===== src/hdl/srlr_pkg.sv =====
// Shared types and constants for the stepper ramp / limit reversal block.
// Used by srlr_cfg, srlr_ctrl, srlr_dp and stepper_ramp_limit_reverse.
`default_nettype none
package srlr_pkg;

	localparam int CNT_W    = 16;
	localparam int PER_W    = 12;
	localparam int BYTE_W   = 8;
	localparam int CFG_IDX_W = 3;
	localparam int CFG_DATA_W = 16;
	localparam int IN_DATA_W  = 16;
	localparam int OUT_DATA_W = 24;

	localparam int RECALC_INTERVAL = 10;
	localparam int PHASE_W = (RECALC_INTERVAL > 1) ? $clog2(RECALC_INTERVAL) : 1;

	// quotient of the interpolation is always below 2**PER_W
	localparam int DIV_STEPS = PER_W;
	localparam int DIV_CNT_W = $clog2(DIV_STEPS);
	localparam int PROD_W    = CNT_W + PER_W;

	localparam logic [CNT_W-1:0]  RST_ACCEL_COUNT   = 16'd1000;
	localparam logic [CNT_W-1:0]  RST_DECEL_START   = 16'd10300;
	localparam logic [CNT_W-1:0]  RST_DECEL_END     = 16'd10800;
	localparam logic [PER_W-1:0]  RST_START_PERIOD  = 12'd90;
	localparam logic [PER_W-1:0]  RST_CRUISE_PERIOD = 12'd20;
	localparam logic [PER_W-1:0]  RST_STOP_PERIOD   = 12'd100;
	localparam logic [BYTE_W-1:0] RST_RESUME_CODE   = 8'd9;
	localparam logic [BYTE_W-1:0] RST_PULSES        = 8'd10;
	localparam logic [PER_W-1:0]  RST_PERIOD_NOW    = 12'd10;

	typedef enum logic [CFG_IDX_W-1:0] {
		REG_ACCEL_COUNT   = 3'd0,
		REG_DECEL_START   = 3'd1,
		REG_DECEL_END     = 3'd2,
		REG_START_PERIOD  = 3'd3,
		REG_CRUISE_PERIOD = 3'd4,
		REG_STOP_PERIOD   = 3'd5,
		REG_RESUME_CODE   = 3'd6,
		REG_PULSES        = 3'd7
	} cfg_reg_t;

	typedef struct packed {
		logic [CNT_W-1:0]  accel_count;
		logic [CNT_W-1:0]  decel_start;
		logic [CNT_W-1:0]  decel_end;
		logic [PER_W-1:0]  start_period;
		logic [PER_W-1:0]  cruise_period;
		logic [PER_W-1:0]  stop_period;
		logic [BYTE_W-1:0] resume_code;
		logic [BYTE_W-1:0] pulses_per_burst;
	} cfg_t;

	typedef struct packed {
		logic in_load;
		logic commit;
		logic mul;
		logic div_init;
		logic div_step;
		logic period_load;
		logic out_load;
	} dp_cmd_t;

	typedef struct packed {
		logic recalc;
	} dp_status_t;

	typedef enum logic [6:0] {
		ST_IDLE   = 7'b0000001,
		ST_DECIDE = 7'b0000010,
		ST_MUL    = 7'b0000100,
		ST_DINIT  = 7'b0001000,
		ST_DIV    = 7'b0010000,
		ST_FIN    = 7'b0100000,
		ST_OUT    = 7'b1000000
	} state_t;

endpackage
`default_nettype wire


===== src/hdl/srlr_cfg.sv =====
// Configuration register file with reset values.
// Depends on srlr_pkg.
`default_nettype none
module srlr_cfg
	import srlr_pkg::*;
(
	input  wire logic                  clk,
	input  wire logic                  arst_n,
	input  wire logic                  wr_en,
	input  wire logic [CFG_IDX_W-1:0]  wr_index,
	input  wire logic [CFG_DATA_W-1:0] wr_data,
	output cfg_t                       cfg
);

	cfg_t cfg_q;

	always_ff @(posedge clk or negedge arst_n) begin
		if (!arst_n) begin
			cfg_q.accel_count      <= RST_ACCEL_COUNT;
			cfg_q.decel_start      <= RST_DECEL_START;
			cfg_q.decel_end        <= RST_DECEL_END;
			cfg_q.start_period     <= RST_START_PERIOD;
			cfg_q.cruise_period    <= RST_CRUISE_PERIOD;
			cfg_q.stop_period      <= RST_STOP_PERIOD;
			cfg_q.resume_code      <= RST_RESUME_CODE;
			cfg_q.pulses_per_burst <= RST_PULSES;
		end else if (wr_en) begin
			case (cfg_reg_t'(wr_index))
				REG_ACCEL_COUNT:   cfg_q.accel_count      <= wr_data[CNT_W-1:0];
				REG_DECEL_START:   cfg_q.decel_start      <= wr_data[CNT_W-1:0];
				REG_DECEL_END:     cfg_q.decel_end        <= wr_data[CNT_W-1:0];
				REG_START_PERIOD:  cfg_q.start_period     <= wr_data[PER_W-1:0];
				REG_CRUISE_PERIOD: cfg_q.cruise_period    <= wr_data[PER_W-1:0];
				REG_STOP_PERIOD:   cfg_q.stop_period      <= wr_data[PER_W-1:0];
				REG_RESUME_CODE:   cfg_q.resume_code      <= wr_data[BYTE_W-1:0];
				REG_PULSES:        cfg_q.pulses_per_burst <= wr_data[BYTE_W-1:0];
				default: ;
			endcase
		end
	end

	assign cfg = cfg_q;

endmodule
`default_nettype wire


===== src/hdl/srlr_ctrl.sv =====
// Sequencing FSM: accept, decide, multiply, iterative divide, output load.
// Depends on srlr_pkg.
`default_nettype none
module srlr_ctrl
	import srlr_pkg::*;
(
	input  wire logic clk,
	input  wire logic arst_n,
	input  wire logic in_valid,
	output logic      in_ready,
	output logic      out_valid,
	input  wire logic out_ready,
	input  wire dp_status_t st,
	output dp_cmd_t   cmd
);

	state_t state_q, state_d;
	logic [DIV_CNT_W-1:0] div_cnt_q;
	logic out_valid_q;
	logic out_free;

	assign in_ready  = (state_q == ST_IDLE);
	assign out_valid = out_valid_q;
	assign out_free  = !out_valid_q || out_ready;

	always_comb begin
		state_d = state_q;
		cmd     = '0;
		cmd.in_load = in_valid && in_ready;
		case (state_q)
			ST_IDLE: begin
				if (in_valid) state_d = ST_DECIDE;
			end
			ST_DECIDE: begin
				cmd.commit = 1'b1;
				state_d = st.recalc ? ST_MUL : ST_OUT;
			end
			ST_MUL: begin
				cmd.mul = 1'b1;
				state_d = ST_DINIT;
			end
			ST_DINIT: begin
				cmd.div_init = 1'b1;
				state_d = ST_DIV;
			end
			ST_DIV: begin
				cmd.div_step = 1'b1;
				if (div_cnt_q == DIV_CNT_W'(DIV_STEPS - 1)) state_d = ST_FIN;
			end
			ST_FIN: begin
				cmd.period_load = 1'b1;
				state_d = ST_OUT;
			end
			ST_OUT: begin
				if (out_free) begin
					cmd.out_load = 1'b1;
					state_d = ST_IDLE;
				end
			end
			default: state_d = ST_IDLE;
		endcase
	end

	always_ff @(posedge clk or negedge arst_n) begin
		if (!arst_n) begin
			state_q     <= ST_IDLE;
			div_cnt_q   <= '0;
			out_valid_q <= 1'b0;
		end else begin
			state_q <= state_d;
			if (cmd.div_init) div_cnt_q <= '0;
			else if (cmd.div_step) div_cnt_q <= div_cnt_q + 1'b1;
			if (cmd.out_load) out_valid_q <= 1'b1;
			else if (out_ready) out_valid_q <= 1'b0;
		end
	end

endmodule
`default_nettype wire


===== src/hdl/srlr_dp.sv =====
// Datapath: travel state, limit edge detect, ramp interpolation
// (multiply, restoring divide) and the result word register. Depends on srlr_pkg.
`default_nettype none
module srlr_dp
	import srlr_pkg::*;
(
	input  wire logic                  clk,
	input  wire logic                  arst_n,
	input  wire cfg_t                  cfg,
	input  wire dp_cmd_t               cmd,
	output dp_status_t                 st,
	input  wire logic                  in_cmd,
	input  wire logic [IN_DATA_W-1:0]  in_data,
	output logic      [OUT_DATA_W-1:0] out_data
);

	// item
	logic              kind_q, lim_a_q, lim_b_q;
	logic [BYTE_W-1:0] rbyte_q;

	// travel state
	logic               dir_q, last_a_q, last_b_q, wait_q, burst_q;
	logic [CNT_W-1:0]   cnt_q;
	logic [PHASE_W-1:0] phase_q;
	logic [PER_W-1:0]   period_q;

	// interpolation
	logic [CNT_W-1:0]  op_dc_q, op_den_q;
	logic [PER_W-1:0]  op_mag_q, op_p0_q;
	logic              op_neg_q;
	logic [PROD_W-1:0] prod_q;
	logic [CNT_W-1:0]  rem_q;
	logic [PER_W-1:0]  dq_q;
	logic [OUT_DATA_W-1:0] out_q;

	logic run, rev, resume, acc_win, dec_win;
	logic [CNT_W-1:0] dc_d, den_d;
	logic [PER_W-1:0] p0_d, p1_d, mag_d;
	logic [PER_W:0]   dp_d;
	logic [PHASE_W-1:0] phase_d;
	logic [CNT_W:0]   trial, diff;
	logic             ge;

	assign run    = !kind_q && !wait_q;
	assign rev    = run && ((lim_a_q && !last_a_q && dir_q) || (lim_b_q && !last_b_q && !dir_q));
	assign resume = kind_q && wait_q && (rbyte_q == cfg.resume_code);

	assign acc_win = (cnt_q != '0) && (cnt_q < cfg.accel_count);
	assign dec_win = (cnt_q > cfg.decel_start) && (cnt_q < cfg.decel_end);
	assign st.recalc = run && !rev && (phase_q == '0) && (acc_win || dec_win);

	always_comb begin
		if (dec_win) begin
			dc_d  = cnt_q - cfg.decel_start;
			den_d = cfg.decel_end - cfg.decel_start;
			p0_d  = cfg.cruise_period;
			p1_d  = cfg.stop_period;
		end else begin
			dc_d  = cnt_q;
			den_d = cfg.accel_count;
			p0_d  = cfg.start_period;
			p1_d  = cfg.cruise_period;
		end
		dp_d  = {1'b0, p1_d} - {1'b0, p0_d};
		mag_d = dp_d[PER_W] ? PER_W'(-dp_d) : dp_d[PER_W-1:0];
	end

	// counter phase modulo the recalc interval; 2**16 is not a multiple of it
	always_comb begin
		if (cnt_q == '1 || phase_q == PHASE_W'(RECALC_INTERVAL - 1)) phase_d = '0;
		else phase_d = phase_q + 1'b1;
	end

	assign trial = {rem_q, dq_q[PER_W-1]};
	assign diff  = trial - {1'b0, op_den_q};
	assign ge    = !diff[CNT_W];

	always_ff @(posedge clk or negedge arst_n) begin
		if (!arst_n) begin
			dir_q    <= 1'b0;
			last_a_q <= 1'b0;
			last_b_q <= 1'b0;
			wait_q   <= 1'b0;
			burst_q  <= 1'b0;
			cnt_q    <= '0;
			phase_q  <= '0;
			period_q <= RST_PERIOD_NOW;
		end else begin
			if (cmd.commit) begin
				burst_q <= run && !rev;
				if (resume) begin
					wait_q <= 1'b0;
					dir_q  <= !dir_q;
				end
				if (run) begin
					last_a_q <= lim_a_q;
					last_b_q <= lim_b_q;
					if (rev) begin
						wait_q  <= 1'b1;
						cnt_q   <= '0;
						phase_q <= '0;
					end else begin
						cnt_q   <= cnt_q + 1'b1;
						phase_q <= phase_d;
					end
				end
			end
			if (cmd.period_load)
				period_q <= op_neg_q ? op_p0_q - dq_q : op_p0_q + dq_q;
		end
	end

	always_ff @(posedge clk) begin
		if (cmd.in_load) begin
			kind_q  <= in_cmd;
			lim_a_q <= in_data[0];
			lim_b_q <= in_data[1];
			rbyte_q <= in_data[BYTE_W+1:2];
		end
		if (cmd.commit) begin
			op_dc_q  <= dc_d;
			op_den_q <= den_d;
			op_p0_q  <= p0_d;
			op_mag_q <= mag_d;
			op_neg_q <= dp_d[PER_W];
		end
		if (cmd.mul) prod_q <= op_dc_q * op_mag_q;
		if (cmd.div_init) begin
			rem_q <= prod_q[PROD_W-1:PER_W];
			dq_q  <= prod_q[PER_W-1:0];
		end else if (cmd.div_step) begin
			rem_q <= ge ? diff[CNT_W-1:0] : trial[CNT_W-1:0];
			dq_q  <= {dq_q[PER_W-2:0], ge};
		end
		if (cmd.out_load)
			out_q <= {wait_q, (burst_q ? cfg.pulses_per_burst : BYTE_W'(0)),
				period_q, burst_q, dir_q, !wait_q};
	end

	assign out_data = out_q;

endmodule
`default_nettype wire


===== src/hdl/stepper_ramp_limit_reverse.sv =====
// Stepper travel controller: limit-switch reversal and trapezoidal ramp.
// Top level; instantiates srlr_cfg, srlr_ctrl and srlr_dp. Depends on srlr_pkg.
//
// Input stream (s_axis): one word per tick or radio byte. tuser is the kind
// (0 tick, 1 radio). Every input word gives exactly one output word on m_axis.
// Config channel (cfg_*): index/data writes, always ready. Config writes are to be
// made while idle; the block itself does not enforce it.
// Words that do not recompute the half period go from the decide step straight to
// the output load; when the ramp is recomputed, a multiply comes first, then a
// 12-step restoring divider, one quotient bit per cycle.
// One word is in work at a time; the next input is taken once the previous
// result sits in the output register. A receiver that holds m_axis_tready low
// holds a finished result back, and with it the next input.
// A stalled receiver keeps the output word stable; a finished result waits in
// the datapath until the output register frees up.
// Reset: registers return to defaults, direction 0, not waiting, burst flag
// 0, half period 10, both last switch levels 0.
`default_nettype none
module stepper_ramp_limit_reverse
	import srlr_pkg::*;
(
	input  wire logic                  clk,
	input  wire logic                  arst_n,
	input  wire logic                  s_axis_tvalid,
	output logic                       s_axis_tready,
	input  wire logic [IN_DATA_W-1:0]  s_axis_tdata,  // limit_a, limit_b, radio_byte[7:0], pad
	input  wire logic                  s_axis_tuser,  // cmd
	output logic                       m_axis_tvalid,
	input  wire logic                  m_axis_tready,
	output logic      [OUT_DATA_W-1:0] m_axis_tdata,  // driver_enable, direction, burst,
	                                                  // half_period[11:0], pulse_count[7:0],
	                                                  // waiting
	input  wire logic                  cfg_valid,
	output logic                       cfg_ready,
	input  wire logic [CFG_IDX_W-1:0]  cfg_index,
	input  wire logic [CFG_DATA_W-1:0] cfg_data
);

	cfg_t       cfg;
	dp_cmd_t    cmd;
	dp_status_t st;

	assign cfg_ready = 1'b1;

	srlr_cfg u_cfg (
		.clk      (clk),
		.arst_n   (arst_n),
		.wr_en    (cfg_valid && cfg_ready),
		.wr_index (cfg_index),
		.wr_data  (cfg_data),
		.cfg      (cfg)
	);

	srlr_ctrl u_ctrl (
		.clk       (clk),
		.arst_n    (arst_n),
		.in_valid  (s_axis_tvalid),
		.in_ready  (s_axis_tready),
		.out_valid (m_axis_tvalid),
		.out_ready (m_axis_tready),
		.st        (st),
		.cmd       (cmd)
	);

	srlr_dp u_dp (
		.clk      (clk),
		.arst_n   (arst_n),
		.cfg      (cfg),
		.cmd      (cmd),
		.st       (st),
		.in_cmd   (s_axis_tuser),
		.in_data  (s_axis_tdata),
		.out_data (m_axis_tdata)
	);

endmodule
`default_nettype wire

===== config.mk =====
export PLATFORM = sky130hd
export DESIGN_NAME = stepper_ramp_limit_reverse
export DESIGN_NICKNAME = d
export VERILOG_FILES = /design/src/hdl/srlr_pkg.sv /design/src/hdl/srlr_cfg.sv /design/src/hdl/srlr_ctrl.sv /design/src/hdl/srlr_dp.sv /design/src/hdl/stepper_ramp_limit_reverse.sv
export SDC_FILE = /design/constraint.sdc
export NUM_CORES = 1
export LEC_CHECK = 0
export BUFFER_PORTS_ARGS = -buffer_cell sky130_fd_sc_hd__buf_4
export CAP_MARGIN = 0
export CORE_UTILIZATION = 45
export DETAILED_ROUTE_END_ITERATION = 10
export SLEW_MARGIN = 10
export SYNTH_ARGS = -nofsm -noshare
export SYNTH_HDL_FRONTEND = slang
export SYNTH_HIERARCHICAL = 1
export SYNTH_SLANG_ARGS = --single-unit
export TNS_END_PERCENT = 50

===== constraint.sdc =====
create_clock -name clk -period 5.1 [get_ports clk]
set_clock_uncertainty 0.1 [all_clocks]
set_input_delay 0.51 -clock clk [delete_from_list [all_inputs] [get_ports clk]]
set_output_delay 0.51 -clock clk [all_outputs]
set_load 0.01 [all_outputs]

==> key figures, run 1 <==
STA
  • Crit share post-route: 105.0%
  • Setup Viol. Count Final: 10
  • Slew headroom: just over 30%
  • Final hold slack: -0.02233 ns
  • Max-slew violations: 0
  • Final worst slack: -0.2530 ns
  • RSZ-0062 raised after global routing: yes
  • Minimum clock period: 5.353 ns
  • Worst-Margin Slew: slightly above 1 ns
  • Hold Vio Cnt, Final: 5
  • Max Freq: roughly 190 MHz

Global route
  • Largest net degree at the start of global routing: between 100 and 150
  • First-pass GRT wire length: 84650 um
  • Initial antenna violation count: 0
  • Total Routing Usage GR: 21.04%
  • Vias in the first global route: about 17000
  • Remaining Overflow, GRT: 0

Floorplan
  • DIE AREA: 0.05082 mm^2
  • # IOs: a little under 70
  • CORE AREA: between 0.04 and 0.05 mm^2
  • Num rows: slightly above 80
  • Die H: about 230 um
  • Die width: 225.4 um
  • Initial Util: between 40% and 50%

Logic synthesis
  • Yosys Warn Count: 6
  • FF+latch count, synth: 297
  • Ys async rst share: about 50%
  • Most common cell in the netlist: inv_1
  • Average size of a mapped cell: ~11 um^2
  • Post-synth top area share: around 20%
  • Mapped Area: approximately 0.022 mm^2
  • Top_reg_cell synth: edfxtp_1
  • Post-synth cell types: 81
  • Syn_nets: about 2500
  • Synth top area cells: edfxtp_1, dfrtp_1, fa_1
  • Post-synth top cells: inv_1, nand2_1, ha_1
  • Sequential area share after synthesis: a little over a third
  • Largest area contributor in the synthesized netlist: edfxtp_1
  • Synth Instances: between 2000 and 2500
  • Post-synth EDFFs: 148

Clock network
  • Hold_buf cts: 0
  • CTS tree: yes
  • CTS buffer count: 36
  • CTS clk-pin slew, worst paths: about 0.060 ns
  • Htree depth: 2
  • Clk sinks: between 200 and 300
  • Clock Path Buffers: 3
  • Clk Latency, worst-skew pair: roughly 0.54 ns
  • Clock root buffer: clkbuf_16

Final layout
  • Area grow syn2layout: 19.46%
  • Layout cells sized above 1: 25.14%
  • Filler cell count: between 4000 and 5000
  • Ant. Diodes: 0
  • Net count, final: ~2700
  • Finished Layout Cells: just over 3000
  • Design area: roughly 0.027 mm^2

Placement
  • Placed insts: 2978
  • I/O Buffers: 60
  • DPL Wire Length: approximately 40000 um
  • GPL Wtd Cong: around 0.87
  • Area after DPL: around 0.025 mm^2

Setup path
  • Worst setup SP type: register
  • Setup crit end kind: register
  • Peak fanout along the critical path: 5
  • Arr. time, crit path: between 5 and 6 ns
  • CP Class: reg2reg
  • Required time worst endpoint: about 5.3 ns

Route
  • Via Count: approximately 16000
  • TritonRoute pass-1 iters: 5
  • Post-Route WL: between 50000 and 60000 um
  • Routed wire per std cell: between 15 and 20 um
  • DR DRC count: 0
  • Antenna Nets Post-Route: 0
  • Routed vias/inst: slightly above 5
  • DRT iter0 DRCs: approximately 700

Worst hold path
  • Hold WC Path Type: in2async

Run status
  • Status: complete, but fails checks
  • Failing checks: negative hold slack, negative setup slack

Run
  • Total of max-cap violations: 0
-- final cells by class --
type | instances | area (um^2) | share of cell area, %
Tap cell | 664 | 830.8 | 3.096
Timing Repair Buffer | 268 | 2131 | 7.939
Sequential cell | 297 | 8214 | 30.61
Multi-Input combinational cell | 1481 | 13330 | 49.67
Clock inverter | 22 | 274.0 | 1.021
Inverter | 293 | 1104 | 4.112
Clock buffer | 42 | 954.7 | 3.557
-- metal layers --
layer  routed length [um]  part of all wire (%)  up-vias  GRT usage [%]
met5                    0                     0        -              0
met4                 1218                   2.4        0          6.364
met3                 1870                   3.6       70          3.572
met2                24380                    47      210          35.14
met1                24010                    47     7772          27.92
li1                     -                     -     7684              -
-- flip-flops by register name, indices dropped and copies added, names as in the netlist, 4 cells and up --
| name | cells |
|---|---|
| u_dp/period_q | 12 |
| u_dp/rbyte_q | 8 |
| u_dp/out_data | 24 |
| u_dp/dq_q | 12 |
| u_dp/cnt_q | 16 |
| u_dp/rem_q | 16 |
| u_dp/phase_q | 4 |
| u_dp/op_dc_q | 16 |
| u_dp/op_mag_q | 12 |
| u_ctrl/state_q | 7 |
| u_ctrl/div_cnt_q | 4 |
| u_cfg/cfg | 100 |
| u_dp/prod_q | 28 |
| u_dp/op_p0_q | 12 |
| u_dp/op_den_q | 16 |
-- cells by family (layout without fill, tap and decap cells) --
group / Yosys count / after routing / share of synthesized area, %
AO/OA/AOI/OAI: 276 / 276 / 7.986
XOR/XNOR: 118 / 118 / 4.600
adder cells (fa/ha/maj): 319 / 319 / 22.61
buffers and inverters: 359 / 625 / 6.315
flip-flops: 297 / 297 / 36.56
multiplexers: 171 / 171 / 8.577
other: 1 / 1 / 0.01669
AND/OR/NAND/NOR: 596 / 596 / 13.33
-- metrics by stage --
stage	utilization, %	TNS, ns	worst slack [ns]
floorplan	-	0	0.004579
global placement	51.15	-1.689	-0.2815
detailed placement	51.15	-2.251	-0.3241
CTS	54.08	-1.181	-0.1965
global route	54.71	-3.548	-0.4315
finish	54.71	-1.297	-0.2530
-- worst max-delay path: stages (launching register included) --
cell      delay (ns)
edfxtp_1        0.38
buf_4           0.17
and2_4          0.13
fa_1            0.47
inv_1           0.05
fa_1            0.55
inv_1           0.06
fa_2            0.42
fa_1            0.50
inv_1           0.05
fa_1            0.49
inv_2           0.05
ha_4            0.28
buf_4           0.11
a41oi_2         0.15
o31a_1          0.36
o41a_1          0.46
buf_4           0.17
xnor2_1         0.11
-- cells in the final DEF, fill, tap and decap left out, drive strengths merged, types with 78 or more instances in the layout --
cell    netlist  layout
xnor2        78      78
mux2        142     142
and2         82      82
nor2        107     107
edfxtp      148     148
fa          145     145
buf          21     267
dfrtp       116     116
inv         292     293
ha          174     174
nand2       204     204
-- path summary, 6_finish.rpt --
kind	cells after the start	from	slack [ns]	endpoint
max	18	u_dp/op_dc_q[3]	-0.25	u_dp/prod_q[23]
max in group asynchronous	2	arst_n	3.76	u_dp/period_q[3]
min reg2reg	0	u_dp/period_q[10]	0.35	u_dp/out_data[13]
max reg2reg	18	u_dp/op_dc_q[3]	-0.25	u_dp/prod_q[23]
min	1	arst_n	-0.02	u_cfg/cfg[6]
min in group clk	1	s_axis_tdata[5]	0.05	u_dp/rbyte_q[3]
-- timing repair --
action / CTS / global route
buffers inserted: 11 / 15
cloned: 0 / 1
hold endpoints to repair: 0 / 0
pin swaps: 11 / 36
resized for setup: 26 / 43
setup endpoints to repair: 16 / 25
Power of run 1 is left out: the tool's default activity adds up to more than one toggle a clock period on the data nets, which glitch-free logic cannot reach.
==> run 2, diff against run 1 <==
- ABC_AREA: unset -> 1
==> run 2 against run 1 <==
Effect of this change:
- critical endpoint is now u_dp/prod_q[17]
- first-iteration DRC count rose by 79%
- register-to-register slack improved by 0.38 ns
- sequential share of layout area is 0.89 points lower
- area after synthesis rose by 6.6%
- non-clock buffer count down 75
- the flow now finishes without violations
==> key figures, run 2 <==
Logic synthesis
  • Largest area contributor in the synthesized netlist: edfxtp_1
  • Post-synth cell types: 52 (-36%)
  • Synth Area in XOR/XNOR: 2.962% (-1.6 points)
  • Post-synth top area share: 18.56% (-1.2 points)
  • Ys async rst share: 50.17% (unchanged)
  • Yosys Warn Count: 6 (unchanged)
  • Synth Instances: 3010 (+41%)
  • FF+latch count, synth: 297 (unchanged)
  • Post-synthesis simple-gate area fraction: 24.19% (+11 points)
  • Post-synth EDFFs: 148 (unchanged)
  • Syn_nets: 3370 (+35%)
  • Largest family of logic cells by synthesized area: simple AND/OR/NAND/NOR gates
  • Top_reg_cell synth: edfxtp_1
  • Synth Area in Compound Gates: 7.011% (-0.98 points)
  • Mapped Area: 0.02395 mm^2 (+6.6%)
  • Post-synth top cells: nand2_1, inv_1, nand3_1
  • Synth top area cells: edfxtp_1, nand2_1, dfrtp_1
  • Area share of fa/ha/maj cells after synthesis: 21.21% (-1.4 points)
  • Post-synthesis mux area share: 0% (-8.6 points)
  • Average size of a mapped cell: 7.957 um^2 (-24%)
  • Sequential area share after synthesis: 34.30% (-2.3 points)
  • Most common cell in the netlist: nand2_1

Setup path
  • Peak fanout along the critical path: 4 (-1)
  • Top delay family on crit path: adder cells
  • Arr. time, crit path: 5.19 ns (-0.33 ns)
  • Most common cell on crit path: fa_1
  • Worst Path Buf+Inv: 7 (unchanged)
  • CP Class: reg2reg
  • Ordered cell list for the critical path: buf_4, buf_4, nand2_1, inv_1, fa_1, fa_1, fa_1, fa_1, inv_1, fa_1, inv_1, ha_4, a21oi_4, o21ai_0, a21oi_1, o21ai_2, buf_6, buf_4, xor2_1
  • R2R Setup Slk: 0.13 ns (+0.38 ns)
  • Max incr delay on CP: 0.55 ns (about the same)
  • Setup crit end kind: register
  • Required time worst endpoint: 5.32 ns (+0.05 ns)
  • Worst setup SP type: register
  • Slowest cell on crit path: fa_1

STA
  • Crit share post-route: 97.45% (-7.5 points)
  • RSZ-0062 raised after global routing: yes
  • Hold Vio Cnt, Final: 0 (-5)
  • Worst-Margin Slew: 1.136 ns (+0.1023 ns)
  • Setup TNS: 0 ns (+1.297 ns)
  • Max Freq: 201.2 MHz (+7.7%)
  • Final worst slack: 0.1300 ns (+0.3830 ns)
  • Max-slew violations: 0 (unchanged)
  • Minimum clock period: 4.970 ns (-0.3830 ns)
  • Slew headroom: 23.83% (-7.2 points)
  • Setup Viol. Count Final: 0 (-10)

Clock network
  • Clk Latency, worst-skew pair: 0.58 ns (+0.04 ns)
  • Clk sinks: 297 (unchanged)
  • Clock Path Buffers: 3 (unchanged)
  • Htree depth: 2 (unchanged)
  • Clock root buffer: clkbuf_16
  • CTS tree: yes
  • CTS buffer count: 38 (+5.6%)
  • CTS clk-pin slew, worst paths: 0.06 ns (about the same)

Placement
  • Placed insts: 3765 (+26%)
  • DPL Wire Length: 49460 um (+23%)
  • Area after DPL: 0.02560 mm^2 (+2.0%)
  • GPL Wtd Cong: 0.9167 (+4.9%)
  • I/O Buffers: 60 (unchanged)
  • Place WS: -0.1615 ns (+0.1625 ns)

Route
  • Post-Route WL: 63650 um (+24%)
  • Antenna Nets Post-Route: 0 (unchanged)
  • DR DRC count: 0 (unchanged)
  • Routed wire per std cell: 16.47 um (-1.9%)
  • Routed vias/inst: 5.092 (-0.76%)
  • TritonRoute pass-1 iters: 6 (+1)
  • DRT iter0 DRCs: 1259 (+79%)
  • Via Count: 19680 (+25%)

Global route
  • Vias in the first global route: 19685 (+18%)
  • Largest net degree at the start of global routing: 70 (-36%)
  • Initial antenna violation count: 0 (unchanged)
  • Total Routing Usage GR: 24.06% (+3.0 points)
  • First-pass GRT wire length: 102900 um (+22%)
  • Remaining Overflow, GRT: 0 (unchanged)

Run status
  • Status: finished, final reports clean

Floorplan
  • DIE AREA: 0.05415 mm^2 (+6.5%)
  • Die width: 232.7 um (+3.2%)
  • # IOs: 68 (unchanged)
  • CORE AREA: 0.05255 mm^2 (+7.1%)
  • Die H: 232.7 um (+3.2%)
  • Initial Util: 45.58% (-0.23 points)
  • Num rows: 84 (+3.7%)

Final layout
  • Commonest non-fill, non-tap cell in the layout: nand2_1
  • Layout cells sized above 1: 13.25% (-12 points)
  • Commonest cells after routing, fill and taps aside: nand2_1, inv_1, nand3_1, buf_4, ha_1
  • Net count, final: 3507 (+28%)
  • Design area: 0.02764 mm^2 (+3.0%)
  • Max reg flops: 100 (unchanged)
  • Ant. Diodes: 0 (unchanged)
  • Area grow syn2layout: 15.42%
  • Filler cell count: 4980 (+16%)
  • Finished Layout Cells: 3865 (+26%)

Worst hold path
  • Hold WC Path Type: in2reg

Run
  • Total of max-cap violations: 0 (unchanged)
[run 2: stage by stage]
stage | utilization, % | hold WS (ns)
after floorplan | - | 0.1144
after global placement | 48.72 | 0.3327
after detailed placement | 48.72 | 0.3362
after CTS | 51.55 | 0.01567
after global routing | 52.60 | 0.03371
final | 52.60 | 0.03760
[run 2: logic make-up (layout without fill, tap and decap cells)]
family | Yosys count | after routing
simple gates | 1393 | 1393
buf+inv | 629 | 796
fa+ha+maj | 319 | 319
flops | 297 | 297
compound gates | 290 | 290
xor+xnor | 81 | 81
other cells | 1 | 1
[run 2: worst paths after layout]
check / startpoint / endpoint / cells past startpoint
hold / removal: m_axis_tready / u_ctrl/out_valid / 2
setup reg to reg: u_dp/op_dc_q[7] / u_dp/prod_q[17] / 19
hold reg to reg: u_dp/period_q[7] / u_dp/out_data[10] / 0
setup / recovery: u_dp/op_dc_q[7] / u_dp/prod_q[17] / 19
min in group asynchronous: arst_n / u_cfg/cfg[75] / 2
max in group asynchronous: arst_n / u_dp/period_q[0] / 3
[run 2: area by class of cell]
class	count	area [um^2]	area share (%)
clock inverters	21	280.3	1.014
flip-flops and latches	297	8214	29.72
multi-input cells	2084	13690	49.52
well taps	688	860.8	3.114
clock buffers	49	1054	3.811
repair buffers	193	1544	5.585
inverters	533	2001	7.238
[run 2: repair_timing]
item	CTS	global route
endpoints found under the hold margin	68	0
pin swaps	0	41
hold buffers	12	0
gates cloned	0	0
endpoints found under the setup margin	10	17
setup buffers	2	16
gates resized for setup	8	102
[run 2: routing by layer]
layer  GRT usage [%]  vias to the layer above  wire [um]
li1                -                     9683          -
met1           33.63                     9460      30210
met2           39.43                      441      29300
met3           3.199                       96       2795
met4           5.780                        0       1344
met5               0                        -          0
Power of run 2 is left out for the same reason.
